`config.mk`:
```
export PLATFORM = sky130hd
export DESIGN_NAME = serial_frame_deframer_crc8
export DESIGN_NICKNAME = d
export VERILOG_FILES = /design/src/rtl/sfd_pkg.sv /design/src/rtl/sfd_crc8.sv /design/src/rtl/sfd_parser.sv /design/src/rtl/serial_frame_deframer_crc8.sv
export SDC_FILE = /design/constraint.sdc
export NUM_CORES = 1
export LEC_CHECK = 0
export ABC_CLOCK_PERIOD_IN_PS = 6150
export BUFFER_PORTS_ARGS = -buffer_cell sky130_fd_sc_hd__buf_4
export CAP_MARGIN = 0
export CORE_MARGIN = 4
export CORE_UTILIZATION = 60
export DETAILED_ROUTE_END_ITERATION = 10
export PLACE_DENSITY = 0.89
export SLEW_MARGIN = 40
export SYNTH_ARGS = -nofsm -noshare
export SYNTH_HDL_FRONTEND = slang
export SYNTH_HIERARCHICAL = 1
export SYNTH_SLANG_ARGS = --single-unit
export TNS_END_PERCENT = 50
```
`constraint.sdc`:
```
create_clock -name clk -period 6.15 [get_ports clk]
set_input_delay 1.845 -clock clk [delete_from_list [all_inputs] [get_ports clk]]
set_output_delay 1.845 -clock clk [all_outputs]
set_load 0.02 [all_outputs]
```
`src/rtl/sfd_pkg.sv`:
```
// Shared types and constants for the serial frame deframer.
// Holds status codes, the minimum frame length and the config/result structs.
// No dependencies.
package sfd_pkg;

    // Status codes carried with every result transfer
    localparam logic [2:0] ST_SYNC       = 3'd0;
    localparam logic [2:0] ST_LENGTH     = 3'd1;
    localparam logic [2:0] ST_TYPE       = 3'd2;
    localparam logic [2:0] ST_PAYLOAD    = 3'd3;
    localparam logic [2:0] ST_READY      = 3'd4;
    localparam logic [2:0] ST_ERR_LENGTH = 3'd5;
    localparam logic [2:0] ST_ERR_CRC    = 3'd6;
    localparam logic [2:0] ST_ERR_SYNC   = 3'd7;

    // Configuration register indexes
    localparam logic CFG_CRC_POLY    = 1'b0;
    localparam logic CFG_MAX_PAYLOAD = 1'b1;

    // Reset values of the configuration registers
    localparam logic [7:0] CRC_POLY_RST    = 8'd213;
    localparam logic [7:0] MAX_PAYLOAD_RST = 8'd60;

    // Smallest legal length byte (type byte plus CRC byte)
    localparam logic [7:0] FRAME_LEN_MIN = 8'd2;

    typedef struct packed {
        logic [7:0] crc_poly;
        logic [7:0] max_payload;
    } sfd_cfg_t;

    typedef struct packed {
        logic [2:0] status;
        logic [7:0] data_byte;
        logic [7:0] payload_index;
        logic [7:0] frame_type;
        logic [7:0] frame_length;
    } sfd_result_t;

endpackage

```
`src/rtl/sfd_crc8.sv`:
```
// One-byte CRC-8 update, MSB first, implicit x^8 term.
// Depends on sfd_pkg only through the common import style.
module sfd_crc8
    import sfd_pkg::*;
(
    input  logic [7:0] crc,
    input  logic [7:0] data,
    input  logic [7:0] poly,
    output logic [7:0] crc_out
);

    always_comb
    begin
        logic [7:0] c;
        c = crc ^ data;
        for (int i = 0; i < 8; i++)
        begin
            if (c[7])
            begin
                c = {c[6:0], 1'b0} ^ poly;
            end
            else
            begin
                c = {c[6:0], 1'b0};
            end
        end
        crc_out = c;
    end

endmodule

```
`src/rtl/sfd_parser.sv`:
```
// Frame walker: holds the frame state and computes one result per byte.
// Depends on sfd_pkg and sfd_crc8.
module sfd_parser
    import sfd_pkg::*;
(
    input  logic        clk,
    input  logic        rst_n,
    input  logic        advance,
    input  logic [7:0]  byte_val,
    input  sfd_cfg_t    cfg,
    output sfd_result_t result
);

    logic       sync_seen_reg,  sync_seen_next;
    logic [7:0] frame_len_reg,  frame_len_next;
    logic [7:0] frame_type_reg, frame_type_next;
    logic [7:0] pay_cnt_reg,    pay_cnt_next;
    logic [7:0] crc_reg,        crc_next;
    logic [7:0] crc_upd;
    logic [8:0] len_limit;
    logic [8:0] last_cnt;
    logic [2:0] status;
    logic [7:0] index;

    sfd_crc8 u_crc8
    (
        .crc     (crc_reg),
        .data    (byte_val),
        .poly    (cfg.crc_poly),
        .crc_out (crc_upd)
    );

    assign len_limit = {1'b0, cfg.max_payload} + {1'b0, FRAME_LEN_MIN};
    assign last_cnt  = {1'b0, frame_len_reg} - 9'd1;

    always_comb
    begin
        sync_seen_next  = sync_seen_reg;
        frame_len_next  = frame_len_reg;
        frame_type_next = frame_type_reg;
        pay_cnt_next    = pay_cnt_reg;
        crc_next        = crc_reg;
        status          = ST_SYNC;
        index           = 8'd0;

        if (!sync_seen_reg)
        begin
            // hunt: any non-zero byte opens a frame
            sync_seen_next  = (byte_val != 8'd0);
            frame_len_next  = 8'd0;
            frame_type_next = 8'd0;
            pay_cnt_next    = 8'd0;
            crc_next        = 8'd0;
            status          = ST_SYNC;
        end
        else if (frame_len_reg == 8'd0)
        begin
            if (byte_val >= FRAME_LEN_MIN && {1'b0, byte_val} <= len_limit)
            begin
                frame_len_next = byte_val;
                status         = ST_LENGTH;
            end
            else
            begin
                sync_seen_next = 1'b0;
                status         = ST_ERR_LENGTH;
            end
        end
        else if (frame_type_reg == 8'd0)
        begin
            frame_type_next = byte_val;
            crc_next        = crc_upd;
            status          = ST_TYPE;
        end
        else if ({1'b0, pay_cnt_reg} < last_cnt)
        begin
            index        = pay_cnt_reg;
            pay_cnt_next = pay_cnt_reg + 8'd1;
            if ({1'b0, pay_cnt_next} == last_cnt)
            begin
                status = (byte_val == crc_reg) ? ST_READY : ST_ERR_CRC;
            end
            else
            begin
                crc_next = crc_upd;
                status   = ST_PAYLOAD;
            end
        end
        else
        begin
            sync_seen_next = 1'b0;
            status         = ST_ERR_SYNC;
        end
    end

    always_ff @(posedge clk or negedge rst_n)
    begin
        if (!rst_n)
        begin
            sync_seen_reg  <= 1'b0;
            frame_len_reg  <= 8'd0;
            frame_type_reg <= 8'd0;
            pay_cnt_reg    <= 8'd0;
            crc_reg        <= 8'd0;
        end
        else if (advance)
        begin
            sync_seen_reg  <= sync_seen_next;
            frame_len_reg  <= frame_len_next;
            frame_type_reg <= frame_type_next;
            pay_cnt_reg    <= pay_cnt_next;
            crc_reg        <= crc_next;
        end
    end

    assign result.status        = status;
    assign result.data_byte     = byte_val;
    assign result.payload_index = index;
    assign result.frame_type    = frame_type_next;
    assign result.frame_length  = frame_len_next;

endmodule

```
`src/rtl/serial_frame_deframer_crc8.sv`:
```
// Top level of the byte-serial frame deframer with running CRC-8.
// Depends on sfd_pkg, sfd_parser and sfd_crc8.
//
//   Channel | Direction | Handshake              | Payload
//   --------+-----------+------------------------+---------------------------------
//   input   | in        | in_valid / in_stall    | byte_in
//   output  | out       | out_valid / out_stall  | status, data_byte, payload_index,
//           |           |                        | frame_type_out, frame_length_out
//   config  | in        | cfg_we                 | cfg_index, cfg_data
//
// One byte per cycle sustained while out_stall is low; each byte passes the input
// register and then the result register. The frame state steps once per byte
// (length check, CRC-8 update, count). Reset clears the frame state, the pipeline
// valids and loads the register defaults (polynomial 213, max payload 60). A
// stalled result is held in the result register while one further byte may still
// be taken into the input register; after that in_stall rises until the result
// is taken.
module serial_frame_deframer_crc8
    import sfd_pkg::*;
(
    input  logic       clk,
    input  logic       rst_n,
    // input channel
    input  logic       in_valid,
    output logic       in_stall,
    input  logic [7:0] byte_in,
    // output channel
    output logic       out_valid,
    input  logic       out_stall,
    output logic [2:0] status,
    output logic [7:0] data_byte,
    output logic [7:0] payload_index,
    output logic [7:0] frame_type_out,
    output logic [7:0] frame_length_out,
    // configuration port
    input  logic       cfg_we,
    input  logic       cfg_index,
    input  logic [7:0] cfg_data
);

    sfd_cfg_t    cfg_reg;
    logic        in_vld_reg;
    logic [7:0]  in_byte_reg;
    logic        out_vld_reg;
    sfd_result_t res_reg;
    sfd_result_t res_next;
    logic        res_free;
    logic        advance;

    // Configuration registers: the user must write them only while the block is idle; not enforced here
    always_ff @(posedge clk or negedge rst_n)
    begin
        if (!rst_n)
        begin
            cfg_reg.crc_poly    <= CRC_POLY_RST;
            cfg_reg.max_payload <= MAX_PAYLOAD_RST;
        end
        else if (cfg_we)
        begin
            unique case (cfg_index)
                CFG_CRC_POLY:    cfg_reg.crc_poly    <= cfg_data;
                CFG_MAX_PAYLOAD: cfg_reg.max_payload <= cfg_data;
                default:         cfg_reg             <= cfg_reg;
            endcase
        end
    end

    // Result register is free when empty or when its transfer completes now
    assign res_free = !out_vld_reg || !out_stall;
    // Advance the held byte into the parser when the result slot can take it
    assign advance  = in_vld_reg && res_free;
    // Input register takes a new byte when empty or draining this cycle
    assign in_stall = in_vld_reg && !res_free;

    always_ff @(posedge clk or negedge rst_n)
    begin
        if (!rst_n)
        begin
            in_vld_reg <= 1'b0;
        end
        else if (!in_stall)
        begin
            in_vld_reg <= in_valid;
        end
    end

    always_ff @(posedge clk)
    begin
        if (in_valid && !in_stall)
        begin
            in_byte_reg <= byte_in;
        end
    end

    sfd_parser u_parser
    (
        .clk      (clk),
        .rst_n    (rst_n),
        .advance  (advance),
        .byte_val (in_byte_reg),
        .cfg      (cfg_reg),
        .result   (res_next)
    );

    always_ff @(posedge clk or negedge rst_n)
    begin
        if (!rst_n)
        begin
            out_vld_reg <= 1'b0;
        end
        else if (res_free)
        begin
            out_vld_reg <= in_vld_reg;
        end
    end

    // Hold the result while stalled; load a fresh one on each advance
    always_ff @(posedge clk)
    begin
        if (advance)
        begin
            res_reg <= res_next;
        end
    end

    assign out_valid        = out_vld_reg;
    assign status           = res_reg.status;
    assign data_byte        = res_reg.data_byte;
    assign payload_index    = res_reg.payload_index;
    assign frame_type_out   = res_reg.frame_type;
    assign frame_length_out = res_reg.frame_length;

    // A payload byte never reaches the slot of the CRC byte
    a_payload_index: assert property (@(posedge clk) disable iff (!rst_n)
        out_valid && status == ST_PAYLOAD
            |-> ({1'b0, payload_index} + 9'd2) < {1'b0, frame_length_out})
        else $error("payload index runs past the CRC slot");

    // A sync result always shows a cleared frame
    a_sync_clear: assert property (@(posedge clk) disable iff (!rst_n)
        out_valid && status == ST_SYNC
            |-> frame_type_out == 8'd0 && frame_length_out == 8'd0)
        else $error("sync result with stale frame fields");

    // Statuses other than payload, ready and CRC error carry a zero index
    a_index_zero: assert property (@(posedge clk) disable iff (!rst_n)
        out_valid && (status == ST_SYNC || status == ST_LENGTH || status == ST_TYPE
            || status == ST_ERR_LENGTH || status == ST_ERR_SYNC)
            |-> payload_index == 8'd0)
        else $error("non-zero index outside the payload area");

endmodule
```
# ---- After elaboration in Yosys (flattened, before gate mapping)
# Cells that the tools add are included.
dict set report word_totals {
  mem_bits_ro 0
  inputBits 22
  wordCells 91
  n_memories 0
  latchBits 0
  output_inout_bits 37
  ramBits 0
  reg_bits 94
}
dict set report op_classes {
  n_div 0
  order_cmp 3
  mul 0
  n_addsub 3
  n_bitwise 12
  muxes 34
  reduce_logical 17
  n_eq_ne 7
  shifts 0
}
# cell n
set ops {}
lappend ops {{8-bit two-way mux} 23}
lappend ops {{8-bit bitwise XOR} 9}
lappend ops {{8-bit zero test} 2}
lappend ops {{3-bit two-way mux} 5}
lappend ops {{8-bit by 2-bit adder with 9-bit output (second input constant)} 1}
lappend ops {{8-bit by 9-bit equality test with 1-bit output} 1}
lappend ops {{8-bit by 9-bit less-or-equal comparator with 1-bit output} 1}
lappend ops {{8-bit by 9-bit less-than comparator with 1-bit output} 1}
lappend ops {{8-bit by 1-bit subtractor with 9-bit output (second input constant)} 1}
lappend ops {{8-bit by 1-bit adder with 8-bit output (second input constant)} 1}
lappend ops {{8-bit equality test} 1}
lappend ops {{8-bit by 2-bit >= comparator with 1-bit output (second input constant)} 1}
lappend ops {{4-bit AND reduction} 2}
lappend ops {{8-bit nonzero test} 1}
lappend ops {{2-bit inequality test (second input constant)} 3}
lappend ops {{3-bit inequality test (second input constant)} 2}
lappend ops {{1-bit two-way mux} 5}
lappend ops {{1-bit logical AND} 4}
lappend ops {{1-bit zero test} 4}
lappend ops {{2-bit AND reduction} 2}
lappend ops {{4-bit OR reduction} 1}
lappend ops {{1-bit NOT} 3}
lappend ops {{2-bit two-way mux} 1}
lappend ops {{1-bit logical OR} 1}

# ---- Depth between registers and ports, before layout
dict set report logic_depth {
  ltp_word 22
  mapped_depth 14
  depth_no_buf 13
}

# ---- Hierarchy
# Netlist, hierarchy kept.
# module seq_area_each_um2 area_each_um2 cells_each instances
set by_module_without_submodules {}
lappend by_module_without_submodules {sfd_parser 825.8 2771.4 327 1}
lappend by_module_without_submodules {serial_frame_deframer_crc8 1752.9 2003.2 86 1}
lappend by_module_without_submodules {sfd_crc8 0.0 1462.7 197 1}

# ---- Least setup slack after synthesis
# OpenSTA, ideal clock, no wires.
dict set report synth_timing {
  kind {input to register}
  startpoint {in out_stall}
  endpoint {reg u_parser.frame_type_reg[5]}
  arrival_ns 5.872
  setup_slack_ns 0.212
  cell_stages 4
  path_cell_list {a21boi_0 inv_1 nor3_1 a22o_1}
}
dict set report synth_via {
  elab_chain_cells 3
}
# item line_no
set synth_lines {}
lappend synth_lines {{from (decl)} serial_frame_deframer_crc8.sv:29} ;# input logic out_stall,
lappend synth_lines {{1-bit zero test} serial_frame_deframer_crc8.sv:69} ;# assign res_free = !out_vld_reg || !out_stall;
lappend synth_lines {{1-bit logical OR} serial_frame_deframer_crc8.sv:69}
lappend synth_lines {{1-bit logical AND} serial_frame_deframer_crc8.sv:71} ;# assign advance = in_vld_reg && res_free;
lappend synth_lines {{to (signal assigned)} sfd_parser.sv:110} ;# frame_type_reg <= frame_type_next;
lappend synth_lines {{to (decl)} sfd_parser.sv:16} ;# logic [7:0] frame_type_reg, frame_type_next;
# No other way between the ends.
# A chain may end at the register's enable or synchronous reset.

# ---- Worst setup path in the final report
dict set report layout_timing {
  startpoint {reg in_byte_reg[7]}
  endpoint {reg u_parser.crc_reg[1]}
}
dict set report layout_via {
  elab_chain_cells 20
}
# item line_no
set layout_lines {}
lappend layout_lines {{from (decl)} serial_frame_deframer_crc8.sv:43} ;# logic [7:0] in_byte_reg;
lappend layout_lines {{from (signal assigned)} serial_frame_deframer_crc8.sv:91} ;# in_byte_reg <= byte_in;
lappend layout_lines {{8-bit bitwise XOR *} sfd_crc8.sv:15} ;# c = crc ^ data;
lappend layout_lines {{8-bit two-way mux *} sfd_crc8.sv:18} ;# if (c[7])
lappend layout_lines {{8-bit bitwise XOR} sfd_crc8.sv:20} ;# c = {c[6:0], 1'b0} ^ poly;
lappend layout_lines {{8-bit two-way mux *} sfd_crc8.sv:18}
lappend layout_lines {{8-bit bitwise XOR} sfd_crc8.sv:20}
lappend layout_lines {{8-bit two-way mux *} sfd_crc8.sv:18}
lappend layout_lines {{8-bit bitwise XOR} sfd_crc8.sv:20}
lappend layout_lines {{8-bit two-way mux *} sfd_crc8.sv:18}
lappend layout_lines {{(+5 left out)} n/a}
lappend layout_lines {{8-bit bitwise XOR / 8-bit two-way mux (equally long branches)} {sfd_crc8.sv:20, sfd_crc8.sv:18}}
lappend layout_lines {{8-bit two-way mux *} sfd_crc8.sv:18}
lappend layout_lines {{via u_parser.crc_upd[1]} sfd_parser.sv:19} ;# logic [7:0] crc_upd;
lappend layout_lines {{8-bit two-way mux} sfd_parser.sv:79} ;# if ({1'b0, pay_cnt_next} == last_cnt)
lappend layout_lines {{8-bit two-way mux} sfd_parser.sv:75} ;# else if ({1'b0, pay_cnt_reg} < last_cnt)
lappend layout_lines {{8-bit two-way mux *} sfd_parser.sv:69} ;# else if (frame_type_reg == 8'd0)
lappend layout_lines {{8-bit two-way mux *} sfd_parser.sv:56} ;# else if (frame_len_reg == 8'd0)
lappend layout_lines {{8-bit two-way mux *} sfd_parser.sv:46} ;# if (!sync_seen_reg)
lappend layout_lines {{to (signal assigned)} sfd_parser.sv:112} ;# crc_reg <= crc_next;
lappend layout_lines {{to (decl)} sfd_parser.sv:18} ;# logic [7:0] crc_reg, crc_next;
# Mark *: on every way through the listed nets, which the timed path passes. The rest lies on a longest branch. The select of a mux whose other input is x is not followed.

==> results.yml <==
sta:
  rsz0062_at_grt: "no"
  slew_headroom: 0.477
  worst_pin_slew_ns: 0.778
  tns_ns: 0
  fmax_ghz: 0.209
  fin_skew_ns: 0.0133
  drv_slew: 0
  hold_viol_final: 0
  setup_viol: 0
  min_period_ns: 4.78
  post-route-period-util: 0.778
setup_path:
  slowest_delay_ns: 0.69
  worstSetupStartpointType: "flip-flop"
  crit_type: "reg2reg"
  slowest_stage: "xor2_1"
  cp.arrival_ns: 5.06
  path_cells: "xor2_1 > nor2_1 > a311o_1 > a311o_1 > nor2_1 > xor3_1 > or3_1 > a211oi_1 > o211ai_1 > and3b_1 > xnor2_1 > nand4_1 > o211ai_1"
  crit_fanout: 11
  cp-end-kind: "flip-flop"
  worstPathRequired_ns: 6.42
grt:
  grt_pass1_wl_um: 23500
  grt_max_degree: 60
  antenna_found_initial: 0
  grt_use_total: 0.251
  gr-total-overflow: 0
  grt_pass1_vias: 4781
logic_synthesis:
  ys_warn_count: 6
  netlist_instances: 610
  avgSynthCellArea_sq_um: 10.2
  synthDistinctLibCells: 78
  async_flop_share: 0.543
  synth-seq-area-share: 0.413
  synth_fp_nets: 652
  synth_seq_cells: 94
  synthesis.area_sq_mm: 0.00624
  synth_edf_count: 43
  synthFlopType: "edfxtp_1"
clocking:
  clk_latency_ns: 0.36
  post_cts_resized: 0
  cts_root_buf: "clkbuf_8"
  tritoncts: "done"
  cts.sinks: 94
  htreeDepth: 3
  path_clk_slew_ns: 0.09
  cts_hold_buf: 0
  post_cts_buffers: 0
  ctsLongestPathBuffers: 2
  cts_made_buffers: 9
routing:
  wl_um: 14600
  routedWlPerCell_um: 18.5
  postRouteAntennaNets: 0
  drt-initial-drc-count: 474
  via_count: 5073
  viasPerCell: 6.42
  dr.pass1.iters: 8
  drcViolationCount: 0
cells_and_area:
  final_nets: 694
  multi_input_area_sq_mm: 0.00345
  ff_latch_area_sq_mm: 0.00258
  n_antenna_cell: 0
  layout-drive-gt1-share: 0.193
  area_growth_pct: 10.7
  num-fill-cells: 744
  largest_register_ff_count: 16
placement:
  portBuffers: 58
  dp_hpwl_um: 10800
  place_congestion: 0.956
status:
  status: "finished, final reports clean"
floorplanning:
  core-area_sq_mm: 0.00995
  die_w_um: 110
  die_area_sq_mm: 0.0121
  die_h_um: 110
  ios: 59
  start_util: 0.627
  rows: 36
hold_path:
  hold_path_class: "reg2reg"
run:
  cap_violations: 0
final timing paths:
path,from,endpoint,slack (ns),cells after the start
worst max-delay path,in_byte_reg[7],u_parser/crc_reg[1],1.37,13
worst max register to register,in_byte_reg[7],u_parser/crc_reg[1],1.37,13
worst min-delay path,in_vld_reg,out_valid,0.50,1
max in group asynchronous,rst_n,u_parser/frame_type_reg[5],4.21,1
min in group asynchronous,rst_n,u_parser/crc_reg[7],1.51,1
worst min register to register,in_vld_reg,out_valid,0.50,1
placed cells by master, fill, tap and decap left out, types with 4 or more instances in the layout:
cell type | Yosys | layout
a211oi_1 | 5 | 5
a21oi_1 | 18 | 18
a22o_1 | 14 | 14
a31oi_1 | 8 | 8
and2_1 | 12 | 12
and3_1 | 4 | 4
and3b_1 | 4 | 4
buf_4 | 10 | 60
clkbuf_8 | 0 | 9
clkinv_1 | 2 | 4
dfrtp_1 | 42 | 42
dfstp_2 | 9 | 9
edfxtp_1 | 43 | 43
ha_1 | 20 | 20
inv_1 | 16 | 16
mux2_2 | 17 | 17
mux2i_1 | 5 | 5
nand2_1 | 72 | 72
nand3_1 | 20 | 20
nand4_1 | 15 | 15
nor2_1 | 40 | 40
nor3_1 | 21 | 21
nor4_1 | 5 | 5
o211a_1 | 4 | 4
o211ai_1 | 18 | 18
o21a_1 | 5 | 5
o21ai_0 | 18 | 18
o21ai_1 | 4 | 4
or3_1 | 5 | 5
xnor2_1 | 43 | 43
xnor3_1 | 5 | 5
xor2_1 | 21 | 21
metal layers:
layer | up-vias | global-route usage | part of all wire | routed length (um)
met5 | - | 0 | 0 | 0
met4 | 0 | 0.0730 | 0.018 | 260
met3 | 32 | 0.0470 | 0.096 | 1400
met2 | 274 | 0.408 | 0.48 | 6940
met1 | 2450 | 0.343 | 0.41 | 6000
li1 | 2317 | - | - | -
cell usage after synthesis, types with 3 or more instances:
library cell / number / area share
a211o_1: 3 / 0.0042
a211oi_1: 5 / 0.0060
a21o_1: 3 / 0.0036
a21oi_1: 18 / 0.014
a22o_1: 14 / 0.020
a31oi_1: 8 / 0.0080
and2_1: 12 / 0.012
and3_1: 4 / 0.0040
and3b_1: 4 / 0.0056
buf_2: 6 / 0.0048
buf_4: 10 / 0.012
clkbuf_1: 11 / 0.0066
dfrtp_1: 42 / 0.17
dfstp_2: 9 / 0.038
edfxtp_1: 43 / 0.21
ha_1: 20 / 0.040
inv_1: 16 / 0.0096
mux2_2: 17 / 0.031
mux2i_1: 5 / 0.0080
nand2_1: 72 / 0.043
nand3_1: 20 / 0.016
nand4_1: 15 / 0.015
nor2_1: 40 / 0.024
nor3_1: 21 / 0.017
nor3b_1: 3 / 0.0036
nor4_1: 5 / 0.0050
o211a_1: 4 / 0.0064
o211ai_1: 18 / 0.022
o21a_1: 5 / 0.0060
o21ai_0: 18 / 0.014
o21ai_1: 4 / 0.0032
or3_1: 5 / 0.0050
xnor2_1: 43 / 0.060
xnor3_1: 5 / 0.018
xor2_1: 21 / 0.029
xor3_1: 3 / 0.011
through the flow:
| step | utilization | hold slack (ns) | worst slack [ns] | instances | cell area (sq um) |
|---|---|---|---|---|---|
| after floorplan | - | 0.443 | 0.212 | 610 | 6240 |
| after global placement | 0.673 | 0.458 | 1.70 | 774 | 6700 |
| after detailed placement | 0.674 | 0.486 | 1.47 | 774 | 6710 |
| after CTS | 0.693 | 0.511 | 1.47 | 790 | 6900 |
| after global routing | 0.693 | 0.537 | 1.02 | 790 | 6900 |
| final | 0.693 | 0.503 | 1.37 | 790 | 6900 |
critical path, delay by kind of cell, from the launching register on:
kind | cells | cell delay [ns]
XOR/XNOR | 3 | 1.27
flip-flops | 1 | 0.60
AO/OA/AOI/OAI | 5 | 1.60
AND/OR/NAND/NOR | 5 | 1.22
cells by family (layout without fill, tap and decap cells):
kind of cell	Yosys count	after routing	synth area share
AOI/OAI and AO/OA	127	127	0.149
xor gates and xnor gates	77	77	0.135
adders and majority gates	20	20	0.0401
buffers and inverters	47	94	0.0367
DFF	94	94	0.413
muxes	22	22	0.0387
and+or+nand+nor	223	223	0.187
cell type report:
cell class,count,area share
Timing Repair Buffer,60,0.0653
Tap cell,133,0.0241
Multi-Input combinational cell,469,0.500
Sequential cell,94,0.374
Clock buffer,10,0.0185
Inverter,18,0.00979
Clock inverter,6,0.00906
Power is left out: the tool's default activity adds up to more than one toggle a clock period on the data nets, which glitch-free logic cannot reach.
